### config.mk
export PLATFORM = sky130hd
export DESIGN_NAME = act_ctrl
export DESIGN_NICKNAME = d
export VERILOG_FILES = /design/src/design/act_pkg.sv /design/src/design/act_ctrl.sv
export VERILOG_INCLUDE_DIRS = /design/src /design/src/design
export SDC_FILE = /design/constraint.sdc
export NUM_CORES = 1
export LEC_CHECK = 0
export BUFFER_PORTS_ARGS = -buffer_cell sky130_fd_sc_hd__buf_2
export CAP_MARGIN = 25
export CORE_MARGIN = 2
export CORE_UTILIZATION = 50
export DETAILED_ROUTE_END_ITERATION = 7
export MAX_ROUTING_LAYER = met4
export PLACE_DENSITY = 0.72
export SETUP_SLACK_MARGIN = 0.5
export SLEW_MARGIN = 10
export SYNTH_ARGS = -nofsm -noshare
export SYNTH_HDL_FRONTEND = slang
export SYNTH_SLANG_ARGS = --single-unit
### constraint.sdc
create_clock -name clk_i -period 4.7 [get_ports clk_i]
set_input_delay 0.705 -clock clk_i [delete_from_list [all_inputs] [get_ports clk_i]]
set_output_delay 0.705 -clock clk_i [all_outputs]
set_load 0.05 [all_outputs]
### src/design/autocorrelation_beat_tempo_assert.svh
// assertion macros for the beat tempo estimator
`ifndef AUTOCORRELATION_BEAT_TEMPO_ASSERT_SVH
`define AUTOCORRELATION_BEAT_TEMPO_ASSERT_SVH

// plain implication checked every clock outside reset
`define ACT_ASSERT_IMP(lbl, ante, cons, msg) \
  lbl: assert property (@(posedge clk_i) disable iff (!rst_ni) (ante) |-> (cons)) \
    else $error(msg);

// next-cycle implication checked every clock outside reset
`define ACT_ASSERT_NXT(lbl, ante, cons, msg) \
  lbl: assert property (@(posedge clk_i) disable iff (!rst_ni) (ante) |=> (cons)) \
    else $error(msg);

`endif

### src/design/act_pkg.sv
// shared types and constants of the beat tempo estimator
`timescale 1ns / 1ps

package act_pkg;

  localparam int DECIMATION    = 16;
  localparam int LAG_COUNT     = 8192;
  localparam int HISTORY_DEPTH = 16384;

  localparam int LW      = $clog2(LAG_COUNT);
  localparam int HW      = $clog2(HISTORY_DEPTH);
  localparam int CLR_N   = (HISTORY_DEPTH > LAG_COUNT) ? HISTORY_DEPTH : LAG_COUNT;
  localparam int CW      = $clog2(CLR_N + 1);
  localparam int PW      = $clog2(DECIMATION + 1);
  localparam int SUM_W   = 48;
  localparam int SRCH_CAP = (LAG_COUNT < 4096) ? LAG_COUNT : 4096;

  typedef enum logic [2:0] {
    ST_CLEAR,
    ST_IDLE,
    ST_SAMPLE,
    ST_SEARCH,
    ST_SHOW,
    ST_DECAY
  } state_e;

  typedef enum logic [2:0] {
    OP_IDLE,
    OP_CLEAR,
    OP_SAMPLE,
    OP_SEARCH,
    OP_DECAY
  } mode_e;

  typedef enum logic [2:0] {
    REG_MIN_LAG,
    REG_SEARCH_RANGE,
    REG_CHECK_INTERVAL,
    REG_DECAY_FACTOR,
    REG_DECAY_INTERVAL
  } reg_e;

  typedef struct packed {
    mode_e         mode;
    logic          issue;
    logic [CW-1:0] idx;
    logic          v1;
    logic          hist_wr;
    logic          search_start;
    logic          search_done;
  } ctl_t;

endpackage

### src/design/act_ctrl.sv
// sequencer: sweeps, tick counters and input handshake
`timescale 1ns / 1ps
`include "autocorrelation_beat_tempo_assert.svh"

module act_ctrl (
  input  logic                 clk_i,
  input  logic                 rst_ni,
  input  logic                 in_valid_i,
  input  logic                 command_i,
  input  logic                 out_full_i,
  input  logic [9:0]           check_interval_i,
  input  logic [6:0]           decay_interval_i,
  input  logic [12:0]          search_range_i,
  output logic                 in_ready_o,
  output act_pkg::ctl_t        ctl_o
);

  act_pkg::state_e state_q, state_d;
  logic [act_pkg::CW-1:0] cnt_q, cnt_d;
  logic                   v1_q, v1_d;
  logic [act_pkg::PW-1:0] phase_q, phase_d;
  logic [9:0]             chk_q, chk_d;
  logic [6:0]             dcy_q, dcy_d;
  logic                   pend_q, pend_d;
  logic [31:0]            limit;
  logic [31:0]            range32;
  logic                   sweep, issue, drained, accept, due_srch, due_dcy;

  always_comb begin
    range32 = 32'(search_range_i);
    if (range32 > 32'(act_pkg::SRCH_CAP)) begin
      range32 = 32'(act_pkg::SRCH_CAP);
    end
    case (state_q)
      act_pkg::ST_CLEAR:  limit = 32'(act_pkg::CLR_N);
      act_pkg::ST_SEARCH: limit = range32;
      default:            limit = 32'(act_pkg::LAG_COUNT);
    endcase
    sweep = (state_q == act_pkg::ST_CLEAR) || (state_q == act_pkg::ST_SAMPLE) ||
            (state_q == act_pkg::ST_SEARCH) || (state_q == act_pkg::ST_DECAY);
    issue    = sweep && (32'(cnt_q) < limit);
    drained  = !issue && !v1_q;
    accept   = (state_q == act_pkg::ST_IDLE) && in_valid_i;
    due_srch = chk_q >= check_interval_i;
    due_dcy  = dcy_q >= decay_interval_i;
  end

  // next state
  always_comb begin
    state_d = state_q;
    case (state_q)
      act_pkg::ST_CLEAR: begin
        if (drained) state_d = act_pkg::ST_IDLE;
      end
      act_pkg::ST_IDLE: begin
        if (accept) begin
          if (!command_i) begin
            if (phase_q == '0) state_d = act_pkg::ST_SAMPLE;
          end else if (due_srch) begin
            state_d = act_pkg::ST_SEARCH;
          end else if (due_dcy) begin
            state_d = act_pkg::ST_DECAY;
          end
        end
      end
      act_pkg::ST_SAMPLE: begin
        if (drained) state_d = act_pkg::ST_IDLE;
      end
      act_pkg::ST_SEARCH: begin
        if (drained) state_d = act_pkg::ST_SHOW;
      end
      act_pkg::ST_SHOW: begin
        if (!out_full_i) state_d = pend_q ? act_pkg::ST_DECAY : act_pkg::ST_IDLE;
      end
      act_pkg::ST_DECAY: begin
        if (drained) state_d = act_pkg::ST_IDLE;
      end
      default: state_d = act_pkg::ST_IDLE;
    endcase
  end

  // outputs and counters
  always_comb begin
    in_ready_o = (state_q == act_pkg::ST_IDLE);
    case (state_q)
      act_pkg::ST_CLEAR:  ctl_o.mode = act_pkg::OP_CLEAR;
      act_pkg::ST_SAMPLE: ctl_o.mode = act_pkg::OP_SAMPLE;
      act_pkg::ST_SEARCH: ctl_o.mode = act_pkg::OP_SEARCH;
      act_pkg::ST_DECAY:  ctl_o.mode = act_pkg::OP_DECAY;
      default:            ctl_o.mode = act_pkg::OP_IDLE;
    endcase
    ctl_o.issue        = issue;
    ctl_o.idx          = cnt_q;
    ctl_o.v1           = v1_q;
    ctl_o.hist_wr      = accept && !command_i && (phase_q == '0);
    ctl_o.search_start = accept && command_i && due_srch;
    ctl_o.search_done  = (state_q == act_pkg::ST_SHOW) && !out_full_i;

    v1_d = issue && (state_q != act_pkg::ST_CLEAR);
    if (issue) begin
      cnt_d = cnt_q + 1'b1;
    end else if ((state_q == act_pkg::ST_IDLE) || (state_q == act_pkg::ST_SHOW)) begin
      cnt_d = '0;
    end else begin
      cnt_d = cnt_q;
    end

    phase_d = phase_q;
    chk_d   = chk_q;
    dcy_d   = dcy_q;
    pend_d  = pend_q;
    if (accept) begin
      if (!command_i) begin
        phase_d = (32'(phase_q) >= 32'(act_pkg::DECIMATION - 1)) ? '0 : phase_q + 1'b1;
      end else begin
        phase_d = '0;
        chk_d   = due_srch ? '0 : chk_q + 1'b1;
        dcy_d   = due_dcy ? '0 : dcy_q + 1'b1;
        pend_d  = due_dcy;
      end
    end
  end

  always_ff @(posedge clk_i or negedge rst_ni) begin
    if (!rst_ni) begin
      state_q <= act_pkg::ST_CLEAR;
      cnt_q   <= '0;
      v1_q    <= 1'b0;
      phase_q <= '0;
      chk_q   <= '0;
      dcy_q   <= '0;
      pend_q  <= 1'b0;
    end else begin
      state_q <= state_d;
      cnt_q   <= cnt_d;
      v1_q    <= v1_d;
      phase_q <= phase_d;
      chk_q   <= chk_d;
      dcy_q   <= dcy_d;
      pend_q  <= pend_d;
    end
  end

  `ACT_ASSERT_IMP(a_ready_no_issue, in_ready_o, !issue && !v1_q, "ready during sweep")
  `ACT_ASSERT_NXT(a_issue_pipe, issue && (state_q != act_pkg::ST_CLEAR), v1_q, "lost stage")
  `ACT_ASSERT_IMP(a_done_drained, ctl_o.search_done, !v1_q && !issue, "search not drained")

endmodule

Yosys cells after proc, flatten, opt, wreduce, memory -nomap -nowiden
Index checks and enable logic that the tools add are counted.
- divide/modulo/power cells: 0
- equal/unequal tests: 11
- shifts and indexed selects: 0
- bitwise logic cells: 0
- $mul: 0
- multiplexer cells: 19
- $lt $le $gt $ge: 5
- add/sub/neg operators: 4
- reduce and logical (&&, ||, !) cells: 24
- operators with widths (operator ; count):
    < comparator 15 x 32 -> 1 bit ; 1
    2-to-1 mux 15 bit ; 2
    one-hot mux 15 bit (2 select lines) ; 1
    2-to-1 mux 3 bit ; 9
    one-hot mux 3 bit (4 select lines) ; 2
    adder 15 x 1 -> 15 bit (second input constant) ; 1
    greater-than comparator 13 bit (second input constant) ; 1
    2-to-1 mux 13 bit ; 1
    adder 10 x 1 -> 10 bit (second input constant) ; 1
    greater-or-equal comparator 10 bit ; 1
    2-to-1 mux 10 bit ; 1
    2-to-1 mux 5 bit ; 2
    logical AND 1 bit ; 9
    adder 7 x 1 -> 7 bit (second input constant) ; 1
    greater-or-equal comparator 7 bit ; 1
    2-to-1 mux 7 bit ; 1
    == test 3 x 2 -> 1 bit (second input constant) ; 2
    == test 3 bit (second input constant) ; 2
    AND reduction 6 bit ; 1
    adder 5 x 1 -> 5 bit (second input constant) ; 1
    greater-or-equal comparator 5 x 4 -> 1 bit (second input constant) ; 1
    logical NOT 5 bit ; 1
    logical NOT 1 bit ; 4
    logical OR 1 bit ; 4
    10 further kinds ; 12
- bits in read-only memories: 0
- memories kept: 0
- flip-flop bits (word level): 42
- RAM bits: 0
- bits in latches: 0
- word-level logic and storage cells: 70

Logic depth before layout (Yosys ltp)
- depth in word-level cells: 9
- depth in mapped cells: 13
- gate-level depth less buffers: 11

Worst setup path before layout
OpenSTA, ideal clock, no wires.
- path kind: register to output
- start: reg state_q[2]
- end: out ctl_o[2] (netlist name)
- required time: 3995 ps
- stages on the path, launching flop included: 6
- setup slack: -122 ps
- arrival: 4117 ps
- cells stage by stage: dfrtp_1 > buf_6 > nor3b_1 > nand2_1 > or3_1 > nor4b_1
- RTL lines (element ; RTL line ; source):
    start, declared ; act_ctrl.sv:18 ; act_pkg::state_e state_q, state_d;
    start signal, assigned ; act_ctrl.sv:126 ; state_q <= act_pkg::ST_CLEAR;
    start signal, assigned ; act_ctrl.sv:134 ; state_q <= state_d;
    end, declared ; act_ctrl.sv:15 ; output act_pkg::ctl_t ctl_o

==> run metrics <==
Gate Count Post-Synth=382; drt first pass iters=4; worst-margin pin slew=around 490 ps; Post-synth EDFFs=0; mapped cell area=~3200 um2; Syn Nets=454; CP Capture Type=output pin; multi-input logic area=1960 um2; Reg area=1050 um2; Die Wd=approximately 83 um; hpwl dp=5280 um; Place WS=556 ps; TritonCTS buffer count=5; setup bufs post-CTS=0; total track usage=21.4%; initial antenna violation count=0; Tcrit/Tclk final=83.0%; Fin Setup TNS=0 ps; CTS H-tree depth=2; Core ar.=6030 um2; leakage power=1.88 nW; io pins=59; share of the synthesized area in the top cell type=33.3%; largest net degree at the start of global routing=43; CTS tree=done; Critical Path RT=3990 ps; Hold Buf Count CTS=0; vias in the first global route=~2,700; Clk Latency, worst-skew pair=300 ps; CP Class=input port to output pin; Final Critical Period=3900 ps; via count=2,926; Worst EP arrival=3200 ps; unrepaired setup endpoints after global routing=false; share of cells above drive strength 1=16.4%; clock sink count=42; Max Cap Viol=0; Min-Delay Path Class=input port to async pin; Max-Slew Margin vs Limit=67.6%; total gr overflow=0; Layout Area Growth over Synthesis=14.6%; largest cells by area after synthesis=dfrtp_1 (33%), ha_1 (15%), nand2_1 (7.0%); library cells used by synthesis=43; flops & latches, synth=42; cell row count=28; Area after DPL=3490 um2; total wire length=7030 um; Most used DFF post-synth=dfrtp_1; initial cell density of the core=52.4%; Syn Area/Cell=approximately 8.3 um2; sequential area share after synthesis=33.3%; Routed Antenna Nets=0; Diodes inserted=0; Via-to-Cell Ratio=around 5.7; first-pass GRT wire length=12,200 um; Synth warnings=0; Worst setup SP type=input port; Max Fclk=roughly 260 MHz; initial drt markers=193; post-route cell area=between 3000 and 4000 um2; maximum vdd drop=0.232 mV; post-DR wirelength/cell=13.6 um; final RePlAce weighted congestion=0.895; cts repair resizes=0; maximum root-to-sink buffer count=2; cell area power density=463 nW/um2; CP max FO=10; final hold vios=0; I/O Buffers=58; CTS root buf=clkbuf_8; die height=83.4 um; status=completed; DRC Markers=0; Slew Viols, Final=0; PnR worst setup slack=between 700 and 800 ps; Synth area leader=dfrtp_1; ys async rst share=100%; worst clock skew=6.74 ps; clk slew on worst S/H paths=80 ps; WHS=244 ps; fill count=about 560; # setup viols final=0; post-layout util=60.0%; Post-layout nets=just over 500; die area=6960 um2
where the power goes:
part	switching, mW	total, mW	leakage [nW]	internal (mW)
combinational	0.576	0.876	1.27	0.300
clock	0.127	0.246	0.0482	0.119
sequential	0.116	0.551	0.564	0.435
cells in the final DEF, fill, tap and decap left out, drive strengths merged, types with 2 or more instances in the layout:
cell and instances:
a2111oi 2, a211o 8, a211oi 2, a21o 9, a21oi 18, a221o 3
a31oi 2, and2 2, and3 15, buf 61, clkbuf 7, dfrtp 42
ha 37, inv 25, mux2i 2, nand2 59, nand2b 14, nand3 21
nor2 17, nor2b 3, nor3 10, nor3b 6, nor4 5, nor4b 3
o211ai 2, o21a 3, o21ai 41, o2bb2ai 4, or3 4, xor2 2
worst paths after layout:
kind	start	end	slack, ps	cells past startpoint
max	search_range_i[7]	ctl_o[19]	800	12
min in group clk_i	pend_q	pend_q	500	1
min reg2reg	pend_q	pend_q	500	1
max in group asynchronous	rst_ni	dcy_q[6]	4000	2
min	rst_ni	cnt_q[4]	240	1
max reg2reg	state_q[2]	cnt_q[14]	1220	12
cells in the mapped netlist (2+ instances only):
library cell and count:
clkbuf_1 5, nor3b_1 6, nand2b_1 14, nand3_1 21, a21oi_1 18, mux2i_1 2
nor3_1 10, o211ai_1 2, nor4_1 5, o2bb2ai_1 4, nor2b_1 3, a211o_1 8
a221o_1 3, and3_1 15, xor2_1 2, a31oi_1 2, or3_1 4, nor2_1 17
a211oi_1 2, buf_6 2, buf_2 2, buf_4 2, a21o_1 9, dfrtp_1 42
ha_1 37, nand2_1 59, o21ai_0 41, o21a_1 3, inv_1 25, nor4b_1 3
and2_1 2
cells by family (layout without fill, tap and decap cells):
group / count (synthesis) / after routing / synth area share, %
AOI/OAI and AO/OA: 100 / 100 / 20.1
xor gates and xnor gates: 3 / 3 / 0.833
adders and majority gates: 37 / 37 / 14.7
buffers and inverters: 36 / 94 / 5.08
DFF: 42 / 42 / 33.3
muxes: 2 / 2 / 0.634
and+or+nand+nor: 162 / 162 / 25.4
critical path, cell delays in order:
cell and delay, ps:
buf_2 100, nor4_1 280, nand3_1 190, a21oi_4 290
nand2_1 90, ha_1 290, a21oi_1 140, o21ai_0 110
a2111oi_2 370, o211ai_1 210, inv_1 140, buf_2 270
sequential cells by signal (all words and copies together), names as in the netlist:
name and cells:
cnt_q 15, chk_q 10, state_q 3, phase_q 5
pend_q 1, v1_q 1, dcy_q 7
layout make-up:
| type | count | area share [%] |
|---|---|---|
| clock buffer | 7 | 2.39 |
| clock inverter | 1 | 0.138 |
| inverter | 25 | 2.59 |
| multi-input combinational | 304 | 54.2 |
| sequential | 42 | 29.1 |
| tap | 75 | 2.59 |
| timing repair buffer | 61 | 8.99 |
metrics by stage:
step / instances / power, mW
after floorplan: 382 / 1.24
after global routing: 515 / 1.82
after global placement: 506 / 1.41
final: 515 / 1.67
after CTS: 514 / 1.68
after detailed placement: 506 / 1.43
metal layers:
layer  wire, um  vias up  GRT usage, %
li1           -     1485             -
met1       3310     1379          27.2
met2       3380       56          35.9
met3        277        6          3.98
met4         63        0          4.69
met5          0        -             -
(Power assumes the default switching activity.)
